### config.mk
export PLATFORM = sky130hd
export DESIGN_NAME = control_frame_parser_crc32_top
export DESIGN_NICKNAME = d
export VERILOG_FILES = /design/src/hw/rtl/cfp_pkg.sv /design/src/hw/rtl/cfp_parse.sv /design/src/hw/rtl/control_frame_parser_crc32_top.sv
export SDC_FILE = /design/constraint.sdc
export NUM_CORES = 1
export LEC_CHECK = 0
export BUFFER_PORTS_ARGS = -buffer_cell sky130_fd_sc_hd__clkbuf_2
export CELL_PAD_IN_SITES_DETAIL_PLACEMENT = 1
export CELL_PAD_IN_SITES_GLOBAL_PLACEMENT = 2
export CORE_UTILIZATION = 39
export CTS_CLUSTER_DIAMETER = 100
export DETAILED_ROUTE_END_ITERATION = 12
export PLACE_DENSITY = 0.8
export SYNTH_ARGS = -nofsm -noshare
export SYNTH_HDL_FRONTEND = slang
export SYNTH_SLANG_ARGS = --single-unit
### constraint.sdc
create_clock -name clock -period 3.1 [get_ports clock]
set_input_delay 0 -clock clock [delete_from_list [all_inputs] [get_ports clock]]
set_output_delay 0 -clock clock [all_outputs]
set_load 0.05 [all_outputs]
### src/hw/rtl/cfp_pkg.sv
package cfp_pkg;

   localparam logic [7:0] HDR_FIRST  = 8'h05;
   localparam logic [7:0] HDR_SECOND = 8'h0A;
   localparam logic [7:0] FTR_FIRST  = 8'h50;
   localparam logic [7:0] FTR_SECOND = 8'hA0;

   localparam logic [31:0] CRC_POLY = 32'hEDB88320;
   localparam logic [31:0] CRC_INIT = 32'hFFFFFFFF;

   localparam logic [7:0] SETTING_MIN = 8'd1;
   localparam logic [7:0] SETTING_MAX = 8'd7;

   localparam logic [1:0] ST_OK      = 2'd0;
   localparam logic [1:0] ST_UNKNOWN = 2'd1;
   localparam logic [1:0] ST_FOOTER  = 2'd2;
   localparam logic [1:0] ST_CRC     = 2'd3;

   typedef struct packed {
      logic        valid;
      logic [7:0]  setting_id;
      logic [15:0] setting_value;
      logic [1:0]  frame_status;
   } result_type;

   // Reflected CRC-32 update over one byte, least significant bit first.
   function automatic logic [31:0] crc_byte(input logic [31:0] crc, input logic [7:0] b);
      logic [31:0] c;
      c = crc ^ {24'h000000, b};
      for (int i = 0; i < 8; i++) begin
         c = (c >> 1) ^ (c[0] ? CRC_POLY : 32'h00000000);
      end
      return c;
   endfunction

endpackage

### src/hw/rtl/cfp_parse.sv
module cfp_parse (
   input  logic               clock,
   input  logic               reset,
   input  logic               step,
   input  logic [7:0]         rx_byte,
   output cfp_pkg::result_type res
);

   localparam logic [3:0] PH_HUNT  = 4'd0;
   localparam logic [3:0] PH_HDR2  = 4'd1;
   localparam logic [3:0] PH_SET   = 4'd2;
   localparam logic [3:0] PH_VALHI = 4'd3;
   localparam logic [3:0] PH_VALLO = 4'd4;
   localparam logic [3:0] PH_CRC0  = 4'd5;
   localparam logic [3:0] PH_CRC1  = 4'd6;
   localparam logic [3:0] PH_CRC2  = 4'd7;
   localparam logic [3:0] PH_CRC3  = 4'd8;
   localparam logic [3:0] PH_FTR1  = 4'd9;
   localparam logic [3:0] PH_FTR2  = 4'd10;

   logic [3:0]  phase_ff, phase_in;
   logic [7:0]  setting_ff, setting_in;
   logic [15:0] value_ff, value_in;
   logic [31:0] crc_ff, crc_in;
   logic [31:0] rcv_crc_ff, rcv_crc_in;
   logic [31:0] crc_next;

   assign crc_next = cfp_pkg::crc_byte(crc_ff, rx_byte);

   always_comb begin
      phase_in   = phase_ff;
      setting_in = setting_ff;
      value_in   = value_ff;
      crc_in     = crc_ff;
      rcv_crc_in = rcv_crc_ff;
      res.valid         = 1'b0;
      res.setting_id    = setting_ff;
      res.setting_value = value_ff;
      res.frame_status  = cfp_pkg::ST_OK;
      unique case (phase_ff) inside
         PH_HDR2: begin
            if (rx_byte == cfp_pkg::HDR_SECOND) begin
               crc_in   = cfp_pkg::CRC_INIT;
               phase_in = PH_SET;
            end else begin
               phase_in = PH_HUNT;
            end
         end
         PH_SET: begin
            setting_in = rx_byte;
            crc_in     = crc_next;
            phase_in   = PH_VALHI;
         end
         PH_VALHI: begin
            value_in = {rx_byte, 8'h00};
            crc_in   = crc_next;
            phase_in = PH_VALLO;
         end
         PH_VALLO: begin
            value_in = {value_ff[15:8], rx_byte};
            crc_in   = crc_next;
            phase_in = PH_CRC0;
         end
         PH_CRC0, PH_CRC1, PH_CRC2, PH_CRC3: begin
            rcv_crc_in = {rcv_crc_ff[23:0], rx_byte};
            phase_in   = phase_ff + 4'd1;
         end
         PH_FTR1: begin
            if (rx_byte != cfp_pkg::FTR_FIRST) begin
               res.valid        = 1'b1;
               res.frame_status = cfp_pkg::ST_FOOTER;
               phase_in         = PH_HUNT;
            end else begin
               phase_in = PH_FTR2;
            end
         end
         PH_FTR2: begin
            res.valid = 1'b1;
            phase_in  = PH_HUNT;
            // Footer errors take priority over a CRC mismatch.
            if (rx_byte != cfp_pkg::FTR_SECOND) begin
               res.frame_status = cfp_pkg::ST_FOOTER;
            end else if ((crc_ff ^ cfp_pkg::CRC_INIT) != rcv_crc_ff) begin
               res.frame_status = cfp_pkg::ST_CRC;
            end else if (setting_ff >= cfp_pkg::SETTING_MIN &&
                         setting_ff <= cfp_pkg::SETTING_MAX) begin
               res.frame_status = cfp_pkg::ST_OK;
            end else begin
               res.frame_status = cfp_pkg::ST_UNKNOWN;
            end
         end
         default: begin
            // Hunting; unused phase codes behave the same way.
            phase_in = (rx_byte == cfp_pkg::HDR_FIRST) ? PH_HDR2 : PH_HUNT;
         end
      endcase
   end

   always_ff @(posedge clock) begin
      if (reset) begin
         phase_ff   <= PH_HUNT;
         setting_ff <= 8'h00;
         value_ff   <= 16'h0000;
         crc_ff     <= cfp_pkg::CRC_INIT;
         rcv_crc_ff <= 32'h00000000;
      end else if (step) begin
         phase_ff   <= phase_in;
         setting_ff <= setting_in;
         value_ff   <= value_in;
         crc_ff     <= crc_in;
         rcv_crc_ff <= rcv_crc_in;
      end
   end

endmodule

### src/hw/rtl/control_frame_parser_crc32_top.sv
// Channel   Direction  Word
// req       in         tdata[7:0] rx_byte
// rsp       out        tdata[7:0] setting_id, tdata[23:8] setting_value,
//                      tuser[1:0] frame_status
//
// One byte is taken per cycle while the result side is not stalled; a byte is held in the
// input register and is then parsed into the result register, which takes the result of a
// frame once its last footer byte has passed through the input register.
// The rate is set by the combinational CRC byte update in the frame parser.
// Reset is synchronous and returns the parser to hunting for a header.
// While a result waits on rsp_tready, the input register still accepts one byte if it is empty.
module control_frame_parser_crc32_top (
   input  logic        clock,
   input  logic        reset,
   input  logic        req_tvalid,
   output logic        req_tready,
   input  logic [7:0]  req_tdata,   // [7:0] rx_byte
   output logic        rsp_tvalid,
   input  logic        rsp_tready,
   output logic [23:0] rsp_tdata,   // [7:0] setting_id, [23:8] setting_value
   output logic [1:0]  rsp_tuser    // [1:0] frame_status
);

   logic                 in_valid_ff;
   logic [7:0]           in_byte_ff;
   logic                 out_valid_ff;
   logic [23:0]          out_data_ff;
   logic [1:0]           out_user_ff;
   logic                 out_free;
   logic                 step;
   cfp_pkg::result_type  res;

   assign out_free   = !out_valid_ff || rsp_tready;
   assign step       = in_valid_ff && out_free;
   assign req_tready = !in_valid_ff || out_free;

   cfp_parse u_parse (
      .clock   (clock),
      .reset   (reset),
      .step    (step),
      .rx_byte (in_byte_ff),
      .res     (res)
   );

   always_ff @(posedge clock) begin
      if (reset) begin
         in_valid_ff  <= 1'b0;
         out_valid_ff <= 1'b0;
      end else begin
         if (req_tready) begin
            in_valid_ff <= req_tvalid;
         end
         if (out_free) begin
            out_valid_ff <= step && res.valid;
         end
      end
   end

   always_ff @(posedge clock) begin
      if (req_tready && req_tvalid) begin
         in_byte_ff <= req_tdata;
      end
      if (step && res.valid) begin
         out_data_ff <= {res.setting_value, res.setting_id};
         out_user_ff <= res.frame_status;
      end
   end

   assign rsp_tvalid = out_valid_ff;
   assign rsp_tdata  = out_data_ff;
   assign rsp_tuser  = out_user_ff;

endmodule

### Word level (Yosys, flattened, before mapping)

Cells that the tools add are included.

| word-level totals | value |
|---|---|
| register bits after elaboration | 128 |
| bits of input ports | 12 |
| output and inout port bits | 28 |
| word-level logic and storage cells | 80 |

| operators by class | value |
|---|---|
| add/sub/neg operators | 1 |
| magnitude comparators | 2 |
| equal/unequal tests | 16 |
| muxes and demuxes | 22 |
| bitwise gates (word level) | 11 |
| reductions and logical operators | 17 |

Operator list:

| operator | count |
|---|---|
| 32-bit two-way mux | 9 |
| 31-bit by 32-bit XOR with 32-bit output | 8 |
| 32-bit case mux with 2 select lines | 1 |
| 32-bit != test | 1 |
| 32-bit NOT | 1 |
| 16-bit case mux with 2 select lines | 1 |
| 32-bit by 8-bit XOR with 32-bit output | 1 |
| 4-bit case mux with 7 select lines | 1 |
| 4-bit by 3-bit == test with 1-bit output (second input constant) | 4 |
| 4-bit == test (second input constant) | 3 |
| 4-bit by 2-bit == test with 1-bit output (second input constant) | 2 |
| 8-bit by 3-bit == test with 1-bit output (second input constant) | 1 |
| 8-bit by 4-bit == test with 1-bit output (second input constant) | 1 |
| 8-bit by 1-bit >= comparator with 1-bit output (second input constant) | 1 |
| 8-bit by 3-bit less-or-equal comparator with 1-bit output (second input constant) | 1 |
| 2-bit two-way mux | 4 |
| 8-bit by 7-bit != test with 1-bit output (second input constant) | 1 |
| 8-bit != test (second input constant) | 1 |
| 2-bit AND reduction | 3 |
| 3-bit AND reduction | 2 |
| 4-bit by 1-bit adder with 4-bit output (second input constant) | 1 |
| 4-bit by 1-bit == test with 1-bit output (second input constant) | 1 |
| 1-bit logical AND | 4 |
| 4-bit two-way mux | 1 |
| other kinds (10) | 15 |

### Logic depth before layout (Yosys ltp)

| depth | value |
|---|---|
| depth after elaboration | 18 |
| depth in mapped cells | 10 |
| mapped depth without buffers | 8 |

### Cells and area by module

Synthesis repeated with hierarchy kept, for this count alone.

| second synthesis, totals | value |
|---|---|
| cell total of the unflattened synthesis | 598 |
| area, all modules | 5916.9 um^2 |

By module, submodules not included:

| module | instances | cells an instance | area an instance (um^2) | sequential area each (um^2) |
|---|---|---|---|---|
| cfp_parse | 1 | 553 | 4793.3 | 1841.8 |
| control_frame_parser_crc32_top | 1 | 45 | 1123.6 | 1061.0 |

### Least setup slack after synthesis

OpenSTA, ideal clock, no wires.

| timing | value |
|---|---|
| kind | flip-flop to flip-flop |
| start point | register u_parse.phase_ff[0] |
| end point | register u_parse.crc_ff[20] |
| setup time | 0.142 ns |
| arrival time | 2.127 ns |
| required time | 2.958 ns |
| path slack | 0.831 ns |
| stages on the path, launching flop included | 11 |
| buffers on the path | 2 |
| clock period less this slack | 2.269 ns |
| cells stage by stage | dfxtp_1 inv_1 ha_1 clkbuf_1 nor3_1 a2111o_1 a21oi_1 clkbuf_1 nand4b_1 nor2_1 a311oi_1 |

| between the ends | value |
|---|---|
| word-level cells in the longest chain between the ends | 4 |
| elaborated cells between the ends (all ways) | 9 |
| those cells by class | eq/ne (5); mux (1); reduce/logical (3) |

RTL lines:

| element | line | source |
|---|---|---|
| start, declared | cfp_parse.sv:21 | `logic [3:0] phase_ff, phase_in;` |
| start signal, assigned | cfp_parse.sv:107 | `phase_ff <= phase_in;` |
| 4-bit by 2-bit == test with 1-bit output (no line) or 4-bit by 3-bit == test with 1-bit output (tied branches) | - |  |
| 3-bit OR reduction (no line) | - |  |
| 2-bit nonzero test (no line) | - |  |
| 3-bit AND reduction (no line) | - |  |
| end signal, assigned | cfp_parse.sv:104 | `crc_ff <= cfp_pkg::CRC_INIT;` |
| end signal, assigned | cfp_parse.sv:110 | `crc_ff <= crc_in;` |
| end, declared | cfp_parse.sv:24 | `logic [31:0] crc_ff, crc_in;` |

Several ways; a longest one is shown, not always the timed one.
A chain may end at the register's enable or synchronous reset.

### Final worst setup path

| timing | value |
|---|---|
| start point | register u_parse.phase_ff[0] |
| end point | register u_parse.crc_ff[1] |

Same word-level chain as after synthesis.

==> results.py <==
metrics = {
    "global_route": {
        "grt_pass1_vias": 4669,
        "grt.total_usage": 0.2124,
        "grt_remaining_overflow": 0,
        "grt_max_degree": 53,
        "antenna_found_initial": 0,
        "grt_pass1_wl_microns": 25310,
    },
    "clock_network": {
        "clkLatencyLatePin_ps": 420,
        "root_buffer": "clkbuf_16",
        "h-tree-depth": 4,
        "post_cts_resized": 0,
        "path_clk_slew_ps": 60,
        "cts.sinks": 128,
        "tritoncts": "built",
        "cts_buffers": 17,
        "max-clock-path-buffers": 2,
    },
    "pwr": {
        "power_density_mw_per_mm2": 578.4,
        "p_leak_nw": 2.462,
        "peakVddDrop_mv": 0.3569,
    },
    "logic_synthesis": {
        "synthCells": 604,
        "synth.avg_cell_area_sq_um": 9.759,
        "yosysWarnings": 0,
        "synth_area_sq_mm": 0.005894,
        "post-synth-top-area-cell": "dfxtp_1",
        "synth_cell_types": 47,
        "async_flop_share": 0,
        "yosys-top-cells-area": "dfxtp_1 (32%), edfxtp_1 (17%), xor2_1 (7.9%), a21oi_1 (5.9%), nand2_1 (5.7%)",
        "ys_seq_area_frac": 0.4925,
        "synth_edf_count": 34,
        "ys_ff_latch": 128,
        "ys.flop_type": "dfxtp_1",
        "synth_fp_nets": 620,
        "synth_top_area_frac": 0.3193,
    },
    "timing": {
        "grt_setup_unrepaired": "false",
        "max_freq_mhz": 380.2,
        "finalHoldViolations": 0,
        "fin_ws_ps": 470.0,
        "finalMaxSlewViolations": 0,
        "post-route-period-util": 0.8484,
        "tightest_slew_ps": 941.8,
        "fin_crit_ps": 2630,
        "setup_viol_count_final": 0,
        "finClkSkew_ps": 7.831,
        "tns_ps": 0,
        "slew_headroom": 0.3673,
    },
    "finish": {
        "seq_area_sq_mm": 0.002903,
        "multiInputGateArea_sq_mm": 0.002809,
        "final_cell_count_no_fill": 841,
        "fin_area_sq_mm": 0.006927,
        "syn_to_final_growth_pct": 17.51,
        "nFillCells": 1656,
        "layout-drive-gt1-share": 0.1461,
        "final_nets": 660,
        "utilization": 0.4730,
        "diodes": 0,
    },
    "critical_path": {
        "end_kind": "flip-flop",
        "critPathLaunchType": "flip-flop",
        "worstSetupPathType": "flip-flop to flip-flop",
        "cp_data_required_time_ps": 3410,
        "crit_path_max_fanout": 25,
        "arrival_ps": 2940,
    },
    "floorplanning": {
        "die_area_sq_mm": 0.01561,
        "io_pins": 40,
        "dieWidth_microns": 124.9,
        "initial_core_util": 0.4025,
        "fp.dieH_microns": 124.9,
        "coreArea_sq_mm": 0.01464,
        "rows": 44,
    },
    "detailed_routing": {
        "first_iter_violations": 220,
        "drc": 13,
        "detail_route.wl_per_cell_microns": 18.55,
        "dr_total_vias": 4451,
        "via_per_inst": 5.293,
        "ant_nets": 0,
        "wirelength_microns": 15600,
        "first_pass_iters": 8,
    },
    "placed_design": {
        "pre_cts_ws_ps": 520.6,
        "post_dp_cell_area_sq_mm": 0.006255,
        "routabilityCongestion": 0.8512,
        "place_inst": 798,
        "dp_hpwl_microns": 10990,
        "portBuffers": 39,
    },
    "outcome": {
        "status": "complete, but fails checks",
        "violations": "design-rule violations",
    },
    "job": {
        "cap_viol_max_count": 0,
    },
    "hold_path": {
        "hold_path_class": "primary input to flip-flop",
    },
}
state kept, by name, indices dropped and copies added (netlist names):
name and count:
u_parse.rcv_crc_ff 32, in_valid_ff 1, rsp_tvalid 1, in_byte_ff 8
rsp_tuser 2, rsp_tdata 24, u_parse.phase_ff 4, u_parse.crc_ff 32
u_parse.setting_ff 8, u_parse.value_ff 16
placed cells by master (no fill, tap or decap), drive strengths merged, types with 3 or more instances in the layout:
cell type and instances:
clkbuf 55, clkinvlp 6, ha 4, edfxtp 34
xnor2 42, mux2i 8, nor2 20, nand2b 19
nand3 27, a21oi 69, nor3 16, clkinv 4
o22ai 9, nand2 90, a211o 11, buf 12
inv 10, nor4 5, o21ai 14, dlygate4sd3 11
o21bai 3, nor2b 4, dfxtp 94, xor2 53
nand4 12
path summary, 6_finish.rpt:
check / slack [ps] / end / cells after the start / from
worst max-delay path: 470 / u_parse.crc_ff[1] / 7 / u_parse.phase_ff[0]
worst min-delay path: 200 / u_parse.rcv_crc_ff[29] / 2 / reset
worst max register to register: 470 / u_parse.crc_ff[1] / 7 / u_parse.phase_ff[0]
worst min register to register: 430 / rsp_tdata[16] / 0 / u_parse.value_ff[8]
cell type report:
type                       count  area share
inverter                       6    0.003251
clock inverter                15     0.01969
sequential                   128      0.4191
timing repair buffer          61     0.05780
multi-input combinational    430      0.4055
tap                          184     0.03324
clock buffer                  17     0.06142
timing repair:
| action | CTS | global route |
|---|---|---|
| hold endpoints to repair | 10 | 0 |
| setup buffers | 0 | 0 |
| hold buffers | 11 | 0 |
stage by stage:
stage	hold slack (ps)	total power (W)
finish	198.7	0.004006
detailed placement	181.0	0.002133
floorplan	98.87	0.002050
global placement	179.3	0.002127
CTS	186.5	0.004043
global route	257.0	0.004147
report_power, final:
part           total, W  internal (W)  switching [W]  leakage [nW]
clock           0.00190       0.00111       0.000790         0.256
sequential      0.00175       0.00172      0.0000317          1.05
combinational  0.000357      0.000164       0.000193          1.15
total           0.00401       0.00299        0.00101          2.46
worst max-delay path, cell delays in order (launching register included):
cell      delay [ps]
dfxtp_1          410
inv_1            110
ha_1             320
nor3_1           390
a2111o_1         210
a21o_1           660
a21oi_1           90
a211o_2          330
synth_stat cells (2+ instances only):
library cell  count
dfxtp_1          94
nand2_1          90
a21oi_1          69
xor2_1           53
edfxtp_1         34
xnor2_1          32
clkbuf_1         29
nand3_1          27
nor2_1           20
nand2b_1         19
nor3_1           16
o21ai_0          14
nand4_1          12
a211o_1          10
o22ai_1           9
buf_2             8
mux2i_1           8
inv_1             6
nor4_1            5
xnor2_2           5
xnor2_4           5
ha_1              4
nor2b_1           4
o21bai_1          3
a311oi_1          2
and2_1            2
nand4b_1          2
or3_1             2
xnor3_1           2
cell families (layout without fill, tap and decap cells):
family	count (synthesis)	count (layout)	share of synthesized area
and+or+nand+nor	205	205	0.1643
DFF	128	128	0.4925
AOI/OAI and AO/OA	115	115	0.1131
xor gates and xnor gates	98	98	0.1751
buffers and inverters	46	99	0.03290
muxes	8	8	0.01359
adders and majority gates	4	4	0.008491
layer usage:
| metal | GRT usage | vias to the layer above | routed length [microns] |
|---|---|---|---|
| met5 | 0 | - | 0 |
| met4 | 0.06528 | 0 | 222 |
| met3 | 0.05049 | 17 | 489 |
| met2 | 0.3582 | 65 | 7661 |
| met1 | 0.2700 | 2203 | 7228 |
| li1 | - | 2166 | - |
Note: power is estimated with default switching activity, not from simulation.
